[src/hw/rtl/cdc_pkg.sv]
// Shared types, constants and calendar functions for the calendar date counter.
package cdc_pkg;

  localparam int YEAR_W     = 16;
  localparam int M400_W     = 9;
  localparam int STEPCNT_W  = 17;

  // floor(y / 400) == (y * RECIP_400) >> RECIP_SHIFT for every YEAR_W-bit year
  localparam int RECIP_SHIFT = 25;
  localparam int RECIP_W     = 17;
  localparam int QUOT_W      = 8;
  localparam int PROD_W      = YEAR_W + RECIP_W;
  localparam logic [RECIP_W-1:0] RECIP_400 = RECIP_W'(83887);

  localparam logic [YEAR_W-1:0] YEAR_MAX   = {YEAR_W{1'b1}};
  localparam logic [YEAR_W-1:0] YEAR_RESET = YEAR_W'(2000);
  localparam logic [M400_W-1:0] M400_RESET = M400_W'(2000 % 400);
  localparam logic [M400_W-1:0] M400_LAST  = M400_W'(399);
  localparam logic [M400_W:0]   M400_DIV   = (M400_W + 1)'(400);

  // Input opcodes
  localparam logic [1:0] OP_SET_MONTH = 2'd0;
  localparam logic [1:0] OP_SET_DAY   = 2'd1;
  localparam logic [1:0] OP_SET_YEAR  = 2'd2;
  localparam logic [1:0] OP_ADD_DAYS  = 2'd3;

  // Date unit commands
  localparam logic [2:0] DC_NOP      = 3'd0;
  localparam logic [2:0] DC_LD_MONTH = 3'd1;
  localparam logic [2:0] DC_SET_DAY  = 3'd2;
  localparam logic [2:0] DC_LD_YEAR  = 3'd3;
  localparam logic [2:0] DC_CLAMP    = 3'd4;
  localparam logic [2:0] DC_STEP_FWD = 3'd5;
  localparam logic [2:0] DC_STEP_BWD = 3'd6;

  typedef struct packed {
    logic [2:0]        op;
    logic [3:0]        month;
    logic [5:0]        day;
    logic [YEAR_W-1:0] year;
    logic [M400_W-1:0] m400;
  } cdc_cmd_t;

  typedef struct packed {
    logic [3:0]        month;
    logic [4:0]        day;
    logic [YEAR_W-1:0] year;
    logic              at_max;
    logic              at_min;
  } cdc_stat_t;

  typedef logic [4:0] mlen_tab_t [12];
  localparam mlen_tab_t MONTH_LEN = '{5'd31, 5'd28, 5'd31, 5'd30, 5'd31, 5'd30,
                                      5'd31, 5'd31, 5'd30, 5'd31, 5'd30, 5'd31};

  // Leap year from the year modulo 400
  function automatic logic leap_m400(input logic [M400_W-1:0] m);
    return (m[1:0] == 2'b00) && (m != M400_W'(100)) && (m != M400_W'(200)) &&
           (m != M400_W'(300));
  endfunction

  function automatic logic [4:0] month_len(input logic [3:0] m, input logic leap);
    logic [3:0] idx;
    idx = ((m < 4'd1) || (m > 4'd12)) ? 4'd11 : (m - 4'd1);
    return MONTH_LEN[idx] + {4'd0, (m == 4'd2) && leap};
  endfunction

endpackage

[src/hw/rtl/calendar_date_up_down_counter.sv]
// Top level of the Gregorian calendar date counter: handshake, sequencer and result register.
//
// Holds one date (month/day/year, reset 1/1/2000) and returns the stored date for every
// input word. Set day runs S_EXEC and S_DONE, set month S_EXEC, S_CLAMP and S_DONE; set year
// starts the modulo-400 unit that derives the leap-year phase by reciprocal multiplication,
// waits in S_REM for its result, then loads the year and clamps the day; add days walks the
// date one day per clock through the shared step unit. A step that would leave year 0 or the
// maximum year stops the walk and raises range_limit. The next input word is taken as soon
// as the sequencer is idle, even while the previous result waits on out_tready.
module calendar_date_up_down_counter (
  input  logic        clk,
  input  logic        rst_n,
  input  logic        in_tvalid,
  output logic        in_tready,
  input  logic [47:0] in_tdata,   // month_value[3:0], day_value[9:4], year_value[25:10],
                                  // day_count[41:26], zero[47:42]
  input  logic [1:0]  in_tuser,   // opcode
  output logic        out_tvalid,
  input  logic        out_tready,
  output logic [31:0] out_tdata   // cur_month[3:0], cur_day[8:4], cur_year[24:9],
                                  // range_limit[25], zero[31:26]
);

  localparam logic [2:0] S_IDLE  = 3'd0;
  localparam logic [2:0] S_EXEC  = 3'd1;
  localparam logic [2:0] S_REM   = 3'd2;
  localparam logic [2:0] S_CLAMP = 3'd3;
  localparam logic [2:0] S_STEP  = 3'd4;
  localparam logic [2:0] S_DONE  = 3'd5;

  logic [2:0]                    state_r, state_nxt;
  logic [1:0]                    op_r, op_nxt;
  logic [3:0]                    mv_r, mv_nxt;
  logic [5:0]                    dv_r, dv_nxt;
  logic [cdc_pkg::YEAR_W-1:0]    yv_r, yv_nxt;
  logic                          neg_r, neg_nxt;
  logic [cdc_pkg::STEPCNT_W-1:0] cnt_r, cnt_nxt;
  logic                          limit_r, limit_nxt;
  logic                          out_valid_r, out_valid_nxt;
  logic [25:0]                   out_data_r, out_data_nxt;

  logic                          accept;
  logic [cdc_pkg::STEPCNT_W-1:0] cnt_ext;
  logic                          rem_start;
  logic                          rem_done;
  logic [cdc_pkg::M400_W-1:0]    rem_val;
  cdc_pkg::cdc_cmd_t             cmd;
  cdc_pkg::cdc_stat_t            stat;

  assign in_tready = (state_r == S_IDLE);
  assign accept    = in_tvalid && in_tready;
  assign cnt_ext   = {in_tdata[41], in_tdata[41:26]};

  cdc_rem400 u_rem400 (
    .clk   (clk),
    .rst_n (rst_n),
    .start (rem_start),
    .value (yv_r),
    .done  (rem_done),
    .rem   (rem_val)
  );

  cdc_date_unit u_date (
    .clk   (clk),
    .rst_n (rst_n),
    .cmd   (cmd),
    .stat  (stat)
  );

  always_comb begin
    state_nxt     = state_r;
    op_nxt        = op_r;
    mv_nxt        = mv_r;
    dv_nxt        = dv_r;
    yv_nxt        = yv_r;
    neg_nxt       = neg_r;
    cnt_nxt       = cnt_r;
    limit_nxt     = limit_r;
    out_valid_nxt = out_valid_r;
    out_data_nxt  = out_data_r;
    rem_start     = 1'b0;
    cmd           = '0;
    cmd.op        = cdc_pkg::DC_NOP;
    cmd.month     = mv_r;
    cmd.day       = dv_r;
    cmd.year      = yv_r;
    cmd.m400      = rem_val;

    if (out_valid_r && out_tready) out_valid_nxt = 1'b0;

    unique case (state_r)
      S_IDLE: begin
        if (accept) begin
          op_nxt    = in_tuser;
          mv_nxt    = in_tdata[3:0];
          dv_nxt    = in_tdata[9:4];
          yv_nxt    = in_tdata[25:10];
          neg_nxt   = in_tdata[41];
          cnt_nxt   = in_tdata[41] ? (cdc_pkg::STEPCNT_W'(0) - cnt_ext) : cnt_ext;
          limit_nxt = 1'b0;
          state_nxt = S_EXEC;
        end
      end
      S_EXEC: begin
        unique case (op_r)
          cdc_pkg::OP_SET_MONTH: begin
            cmd.op = cdc_pkg::DC_LD_MONTH;
            if (mv_r < 4'd1)       cmd.month = 4'd1;
            else if (mv_r > 4'd12) cmd.month = 4'd12;
            state_nxt = S_CLAMP;
          end
          cdc_pkg::OP_SET_DAY: begin
            cmd.op    = cdc_pkg::DC_SET_DAY;
            state_nxt = S_DONE;
          end
          cdc_pkg::OP_SET_YEAR: begin
            rem_start = 1'b1;
            state_nxt = S_REM;
          end
          cdc_pkg::OP_ADD_DAYS: state_nxt = S_STEP;
          default: state_nxt = S_DONE;
        endcase
      end
      S_REM: begin
        if (rem_done) begin
          cmd.op    = cdc_pkg::DC_LD_YEAR;
          state_nxt = S_CLAMP;
        end
      end
      S_CLAMP: begin
        cmd.op    = cdc_pkg::DC_CLAMP;
        state_nxt = S_DONE;
      end
      S_STEP: begin
        priority if (cnt_r == '0) begin
          state_nxt = S_DONE;
        end else if (neg_r ? stat.at_min : stat.at_max) begin
          limit_nxt = 1'b1;
          state_nxt = S_DONE;
        end else begin
          cmd.op  = neg_r ? cdc_pkg::DC_STEP_BWD : cdc_pkg::DC_STEP_FWD;
          cnt_nxt = cnt_r - 1'b1;
        end
      end
      S_DONE: begin
        if (!out_valid_r || out_tready) begin
          out_valid_nxt = 1'b1;
          out_data_nxt  = {limit_r, stat.year[15:0], stat.day, stat.month};
          state_nxt     = S_IDLE;
        end
      end
      default: state_nxt = S_IDLE;
    endcase
  end

  always_ff @(posedge clk) begin
    if (!rst_n) begin
      state_r     <= S_IDLE;
      out_valid_r <= 1'b0;
    end else begin
      state_r     <= state_nxt;
      out_valid_r <= out_valid_nxt;
    end
    op_r       <= op_nxt;
    mv_r       <= mv_nxt;
    dv_r       <= dv_nxt;
    yv_r       <= yv_nxt;
    neg_r      <= neg_nxt;
    cnt_r      <= cnt_nxt;
    limit_r    <= limit_nxt;
    out_data_r <= out_data_nxt;
  end

  assign out_tvalid = out_valid_r;
  assign out_tdata  = {6'd0, out_data_r};

endmodule

[src/hw/rtl/cdc_rem400.sv]
// Remainder of a year modulo 400 by reciprocal multiplication: the quotient is registered first, then the remainder.
module cdc_rem400 (
  input  logic                          clk,
  input  logic                          rst_n,
  input  logic                          start,
  input  logic [cdc_pkg::YEAR_W-1:0]    value,
  output logic                          done,
  output logic [cdc_pkg::M400_W-1:0]    rem
);

  logic                         mul_vld_r, mul_vld_nxt;
  logic                         done_r, done_nxt;
  logic [cdc_pkg::YEAR_W-1:0]   val_r, val_nxt;
  logic [cdc_pkg::QUOT_W-1:0]   quot_r, quot_nxt;
  logic [cdc_pkg::M400_W-1:0]   rem_r, rem_nxt;
  logic [cdc_pkg::PROD_W-1:0]   prod;
  logic [cdc_pkg::YEAR_W-1:0]   back;

  // quotient first, then the remainder from it
  assign prod = cdc_pkg::PROD_W'(value) * cdc_pkg::PROD_W'(cdc_pkg::RECIP_400);
  assign back = cdc_pkg::YEAR_W'(quot_r) * cdc_pkg::YEAR_W'(cdc_pkg::M400_DIV);

  always_comb begin
    mul_vld_nxt = start;
    done_nxt    = mul_vld_r;
    val_nxt     = val_r;
    quot_nxt    = quot_r;
    rem_nxt     = rem_r;
    if (start) begin
      val_nxt  = value;
      quot_nxt = prod[cdc_pkg::RECIP_SHIFT +: cdc_pkg::QUOT_W];
    end
    if (mul_vld_r) rem_nxt = cdc_pkg::M400_W'(val_r - back);
  end

  always_ff @(posedge clk) begin
    if (!rst_n) begin
      mul_vld_r <= 1'b0;
      done_r    <= 1'b0;
    end else begin
      mul_vld_r <= mul_vld_nxt;
      done_r    <= done_nxt;
    end
    val_r  <= val_nxt;
    quot_r <= quot_nxt;
    rem_r  <= rem_nxt;
  end

  assign done = done_r;
  assign rem  = rem_r;

endmodule

[src/hw/rtl/cdc_date_unit.sv]
// Date register and the shared update unit: loads, clamps and single-day steps.
module cdc_date_unit (
  input  logic               clk,
  input  logic               rst_n,
  input  cdc_pkg::cdc_cmd_t  cmd,
  output cdc_pkg::cdc_stat_t stat
);

  logic [3:0]                 month_r, month_nxt;
  logic [4:0]                 day_r, day_nxt;
  logic [cdc_pkg::YEAR_W-1:0] year_r, year_nxt;
  logic [cdc_pkg::M400_W-1:0] m400_r, m400_nxt;
  logic                       leap;
  logic [4:0]                 len, prev_len;

  assign leap     = cdc_pkg::leap_m400(m400_r);
  assign len      = cdc_pkg::month_len(month_r, leap);
  assign prev_len = cdc_pkg::month_len(month_r - 4'd1, leap);

  always_comb begin
    month_nxt = month_r;
    day_nxt   = day_r;
    year_nxt  = year_r;
    m400_nxt  = m400_r;
    unique case (cmd.op)
      cdc_pkg::DC_LD_MONTH: month_nxt = cmd.month;
      cdc_pkg::DC_SET_DAY: begin
        if (cmd.day < 6'd1)              day_nxt = 5'd1;
        else if (cmd.day > {1'b0, len})  day_nxt = len;
        else                             day_nxt = cmd.day[4:0];
      end
      cdc_pkg::DC_LD_YEAR: begin
        year_nxt = cmd.year;
        m400_nxt = cmd.m400;
      end
      cdc_pkg::DC_CLAMP: begin
        if (day_r > len)        day_nxt = len;
        else if (day_r < 5'd1)  day_nxt = 5'd1;
      end
      cdc_pkg::DC_STEP_FWD: begin
        if (day_r < len) begin
          day_nxt = day_r + 5'd1;
        end else if (month_r < 4'd12) begin
          month_nxt = month_r + 4'd1;
          day_nxt   = 5'd1;
        end else if (year_r != cdc_pkg::YEAR_MAX) begin
          year_nxt  = year_r + 1'b1;
          month_nxt = 4'd1;
          day_nxt   = 5'd1;
          m400_nxt  = (m400_r == cdc_pkg::M400_LAST) ? '0 : m400_r + 1'b1;
        end
      end
      cdc_pkg::DC_STEP_BWD: begin
        if (day_r > 5'd1) begin
          day_nxt = day_r - 5'd1;
        end else if (month_r > 4'd1) begin
          month_nxt = month_r - 4'd1;
          day_nxt   = prev_len;
        end else if (year_r != '0) begin
          year_nxt  = year_r - 1'b1;
          month_nxt = 4'd12;
          day_nxt   = 5'd31;
          m400_nxt  = (m400_r == '0) ? cdc_pkg::M400_LAST : m400_r - 1'b1;
        end
      end
      default: ;
    endcase
  end

  always_ff @(posedge clk) begin
    if (!rst_n) begin
      month_r <= 4'd1;
      day_r   <= 5'd1;
      year_r  <= cdc_pkg::YEAR_RESET;
      m400_r  <= cdc_pkg::M400_RESET;
    end else begin
      month_r <= month_nxt;
      day_r   <= day_nxt;
      year_r  <= year_nxt;
      m400_r  <= m400_nxt;
    end
  end

  assign stat.month  = month_r;
  assign stat.day    = day_r;
  assign stat.year   = year_r;
  assign stat.at_max = (day_r >= len) && (month_r >= 4'd12) &&
                       (year_r == cdc_pkg::YEAR_MAX);
  assign stat.at_min = (day_r <= 5'd1) && (month_r <= 4'd1) && (year_r == '0);

endmodule
[config.mk]
export PLATFORM = sky130hd
export DESIGN_NAME = calendar_date_up_down_counter
export DESIGN_NICKNAME = d
export VERILOG_FILES = /design/src/hw/rtl/cdc_pkg.sv /design/src/hw/rtl/calendar_date_up_down_counter.sv /design/src/hw/rtl/cdc_rem400.sv /design/src/hw/rtl/cdc_date_unit.sv
export SDC_FILE = /design/constraint.sdc
export NUM_CORES = 1
export LEC_CHECK = 0
export BUFFER_PORTS_ARGS = -buffer_cell sky130_fd_sc_hd__buf_2
export CAP_MARGIN = 10
export CORE_ASPECT_RATIO = 0.6
export CORE_MARGIN = 10
export CORE_UTILIZATION = 44
export DETAILED_ROUTE_END_ITERATION = 10
export REMOVE_ABC_BUFFERS = 1
export SYNTH_ARGS = -nofsm -noshare
export SYNTH_HDL_FRONTEND = slang
export SYNTH_SLANG_ARGS = --single-unit
[constraint.sdc]
create_clock -name clk -period 7.77 [get_ports clk]
set_clock_uncertainty 0.05 [all_clocks]
set_input_delay 1.9425 -clock clk [delete_from_list [all_inputs] [get_ports clk]]
set_output_delay 1.9425 -clock clk [all_outputs]
set_load 0.02 [all_outputs]
* Word level (Yosys, flattened, before mapping)
Memory sizes are Yosys's and may differ from the RTL's.
Cells that the tools add are included.
** Word-level totals
- Logic and storage cells :: 205
- ROM bits :: 160
- Output and inout bits :: 34
- Flip-flop bits (word level) :: 139
- Bits of input ports :: 54
- Memories :: 2
** Cells by class
- Eq/ne operators :: 40
- Reduce and logical (&&, ||, !) cells :: 34
- Muxes and demuxes :: 72
- Bitwise logic cells :: 2
- $add $sub $neg :: 14
- Magnitude comparators :: 20
- Multipliers :: 2
** Memory list
- (name not given) :: depth 16, width 5, read ports 1, clocked after memory_dff 0, wr ports 0, RTL line cdc_pkg.sv:65 : return MONTH_LEN[idx] + {4'd0, (m == 4'd2) && leap};
- (name not given) :: depth 16, width 5, read ports 1, clocked after memory_dff 0, wr ports 0, RTL line cdc_pkg.sv:65
** Operators by type and width (number)
- two-way mux 16 bit :: 6
- two-way mux 9 bit :: 8
- two-way mux 5 bit :: 14
- two-way mux 17 bit :: 4
- two-way mux 4 bit :: 12
- one-hot mux 16 bit (3 select lines) :: 1
- one-hot mux 17 bit (2 select lines) :: 1
- multiplier 16 x 17 -> 33 bit, second input constant :: 1
- one-hot mux 9 bit (3 select lines) :: 1
- one-hot mux 3 bit (4 select lines) :: 2
- two-way mux 3 bit :: 7
- one-hot mux 5 bit (4 select lines) :: 1
- one-hot mux 3 bit (6 select lines) :: 1
- logical NOT 17 bit :: 1
- subtractor 1 x 16 -> 17 bit, first input constant :: 1
- subtractor 17 x 1 -> 17 bit, second input constant :: 1
- adder 16 x 1 -> 16 bit, second input constant :: 1
- equality test 16 bit, second input constant :: 1
- logical NOT 16 bit :: 1
- inequality test 16 bit, second input constant :: 1
- inequality test 2 bit, second input constant :: 8
- AND reduction 4 bit :: 4
- nonzero test 16 bit :: 1
- subtractor 16 x 1 -> 16 bit, second input constant :: 1
- other kinds (56) :: 104

* Longest topological paths before layout
- Depth in word-level cells :: 18
- Mapped depth :: 20
- Depth with buffers taken out :: 20

* By module
A second synthesis with hierarchy kept.
** Unflattened totals
- Cell total of the unflattened synthesis :: 1324
- Area total of the unflattened synthesis :: 12998.7 um2
** Modules (own cells, without submodules)
- cdc_rem400 :: area an instance 5554.1 um2, times used 1, cells an instance 516
- cdc_date_unit :: area an instance 4022.6 um2, times used 1, cells an instance 540
- calendar_date_up_down_counter :: area an instance 3422.0 um2, times used 1, cells an instance 268

* Worst setup path before layout
No wires, ideal clock.
- Path kind :: reg-to-reg
- Start point :: register yv_r[13] in the netlist's numbering
- End point :: register u_rem400.quot_r[2] in the netlist's numbering (data pin)
- Arrival time :: 5.189 ns
- Data required time :: 7.462 ns
- Cell stages (with the launch flop) :: 18
- Path slack :: 2.273 ns
- Cells stage by stage :: edfxtp_1 > fa_1 > inv_1 > fa_1 > fa_1 > fa_1 > inv_1 > fa_1 > fa_1 > ha_1 > nand3_1 > o22ai_1 > o2111ai_1 > and4_1 > a211oi_1 > o21ai_0 > nor2b_1 > xnor2_1
** Between the ends
- Longest elaborated chain between the ends :: 1
** RTL lines
- start: declaration :: RTL line calendar_date_up_down_counter.sv:35 : logic [cdc_pkg::YEAR_W-1:0] yv_r, yv_nxt;
- start signal: assignment :: RTL line calendar_date_up_down_counter.sv:167 : yv_r <= yv_nxt;
- multiplier 16 x 17 -> 33 bit :: RTL line cdc_rem400.sv:20 : assign prod = cdc_pkg::PROD_W'(value) * cdc_pkg::PROD_W'(cdc_pkg::RECIP_400);
- net u_rem400.prod, one bit :: RTL line cdc_rem400.sv:16 : logic [cdc_pkg::PROD_W-1:0] prod;
- end signal: assignment :: RTL line cdc_rem400.sv:45 : quot_r <= quot_nxt;
- end: declaration :: RTL line cdc_rem400.sv:14 : logic [cdc_pkg::QUOT_W-1:0] quot_r, quot_nxt;
The timed path passes the listed nets, and every way through them passes these cells.
A chain may end at the register's enable or synchronous reset.

* Final worst setup path
Same ends and word-level chain as after synthesis.

==> impl_metrics.ini <==
[grt]
grt_start_max_net_pins = 38
grt_pass1_wl_um = 49100
track_usage_pct = 17.6
number_of_global_route_vias_before_repair = 8727
globalRouteOverflowTotal = 0
antenna_found_initial = 0

[drt]
top_layer_used = met4
detail_route.first_pass.iterations = 5
wl_per_cell_um = 18.8
post-route-drc-count = 0
drt-met1-wl_um = 16400
detail_route.vias_per_cell = 5.49
met3WireLength_um = 2070
vias = 8964
met2RoutedLength_um = 11800
antenna_left = 0
drt-total-wl_um = 30600
dr.first_iter.drc_count = 813

[timing]
total_negative_setup_slack_ps = 0
worst-slew-pin-transition_ps = 981
rsz0062_at_grt = no
report.final.hold_viol_count = 0
max_slew_headroom_pct = 34.0
setup_viol_count_final = 0
postLayoutSetupSlackWorst_ps = 1790
finalWorstPathRequiredPeriod_ps = 5980
timing.final.crit_share_pct = 77.0
max_freq_mhz = 167
maxSlewViolCount = 0

[cells_and_area]
syn_to_final_growth_pct = 9.84
final_cell_mix = sky130_fd_sc_hd__inv_1 (162), sky130_fd_sc_hd__ha_1 (161), sky130_fd_sc_hd__fa_1 (98)
post_route_cells_drive_above_1_share_pct = 11.2
final_common_cell = sky130_fd_sc_hd__inv_1
antenna_cells_inserted = 0
nNetsFinal = 1565

[clock_network]
worst_setup_hold_path_clk_slew_ps = 60
clock-root-buffer = sky130_fd_sc_hd__clkbuf_16
cts_tree = built
cts_buffer_count = 17
clk_latency_ps = 450
resized_after_cts = 0
cts_hold_buf = 0
cts.repair_timing.setup_buffer_count = 0
cts_sinks = 136
cts_buffer_depth = 2
cts-htree-levels = 4

[floorplanning]
chipHeight_um = 150
initial_utilization_pct = 44.6
die_width_um = 236
floorplan.die_area_mm2 = 0.0353
core_area_mm2 = 0.0276
std_cell_rows = 47
top_level_ports = 88

[worst_setup_path]
setup.worst_path.end_class = flip-flop
cp_cell_sequence = fa_1, inv_1, fa_1, fa_1, fa_1, inv_1, fa_1, fa_1, ha_1, nand3_1, o22ai_1, o2111ai_1, and4_1, a211oi_1, o21ai_0, nor2b_1, xnor2_1
critical-path-slowest-cell = sky130_fd_sc_hd__fa_1
crit_path_class = reg2reg
crit_top_cell = sky130_fd_sc_hd__fa_1
timing.critical_path.fanout_max = 6
cp-start-kind = flip-flop
timing.critical_path.arrival_ps = 6130
worst_ep_required_time_ps = 7910
critical-path-max-stage-delay_ps = 710
crit_family = adder cells
timing.critical_path.buf_inv = 2

[synthesis]
synth.ff_latch_count = 136
netlist_instances = 1190
asyncSetResetFlopFracSynth_pct = 0
postSynthAreaPerCell_um2 = 10.3
top_ff_cell_synth = sky130_fd_sc_hd__edfxtp_1
yosys_warnings = 0
post_synthesis_sequential_area_ratio_pct = 29.9
synth_enable_flop_cells = 96
synth_cell_types = 89
post_synth_instance_area_mm2 = 0.0123

[place]
place_ws_ps = 1780
io_buffers = 75
routabilityCongestion = 0.852
dp_hpwl_um = 24000

[min_path]
min-delay-path-class = reg2reg

[flow_run]
drv.max_cap_violation_count = 0

[status]
outcome = completed
-- cells in the mapped netlist, drive strengths merged (18+ instances only) --
library cell	number	share of area [%]
nor3	25	1.1
inv	163	5.0
a21oi	63	2.7
buf	24	1.4
nor2	78	2.4
o21ai	55	2.3
nand3	24	1.0
dfxtp	40	6.5
a211oi	21	1.3
xor2	27	1.9
clkbuf	18	0.55
xnor2	34	2.4
fa	98	16
nand2	50	1.5
edfxtp	96	23
ha	161	16
-- final timing paths --
kind	startpoint	endpoint	slack [ps]	cells after the start
worst max-delay path	yv_r[13]	u_rem400.quot_r[2]	1790	17
worst min-delay path	limit_r	out_data_r[25]	370	0
worst max register to register	yv_r[13]	u_rem400.quot_r[2]	1790	17
worst min register to register	limit_r	out_data_r[25]	370	0
-- logic make-up (layout without fill, tap and decap cells) --
logic type | count (synthesis) | after routing | synth area share, %
buf+inv | 206 | 276 | 6.98
compound gates | 256 | 256 | 14.6
xor+xnor | 61 | 61 | 4.34
mux | 8 | 8 | 0.753
simple gates | 262 | 262 | 11.0
other cells | 1 | 6 | 0.0305
flops | 136 | 136 | 29.9
fa+ha+maj | 260 | 260 | 32.4
-- state kept, by name, indices dropped and copies added (netlist names) --
name               cells
u_date.day_r           5
op_r                   2
u_date.year_r         16
dv_r                   6
state_r                3
u_rem400.rem           9
u_rem400.quot_r        5
cnt_r                 17
neg_r                  1
u_date.month_r         4
u_date.m400_r          9
limit_r                1
out_data_r            26
yv_r                  16
u_rem400.done          1
out_tvalid             1
mv_r                   4
u_rem400.val_r         9
u_rem400.done_nxt      1
-- per-layer routing --
layer	vias up	GRT usage (%)
met5	-	0
met4	0	4.18
met3	28	4.17
met2	266	22.7
met1	4308	28.1
li1	4362	-
-- per-stage QoR --
stage	area, µm²	util (%)	instances	hold slack [ps]
after global routing	13500	49.0	1632	389
after floorplan	12100	-	1153	350
final	13500	49.0	1632	373
after CTS	13500	49.0	1632	370
after detailed placement	13000	47.0	1600	355
after global placement	13000	47.0	1600	353
-- final cells by class --
cell class / instances / area [µm²]
clock inverter: 12 / 95.1
multi-input combinational: 853 / 7790
inverter: 164 / 616
clock buffer: 20 / 458
sequential: 136 / 3680
fill: 2554 / 14100
timing repair buffer: 80 / 413
tap: 367 / 459
Power is not shown: default switching activity piles up to over one toggle a cycle in this logic, so the estimate is an artifact.
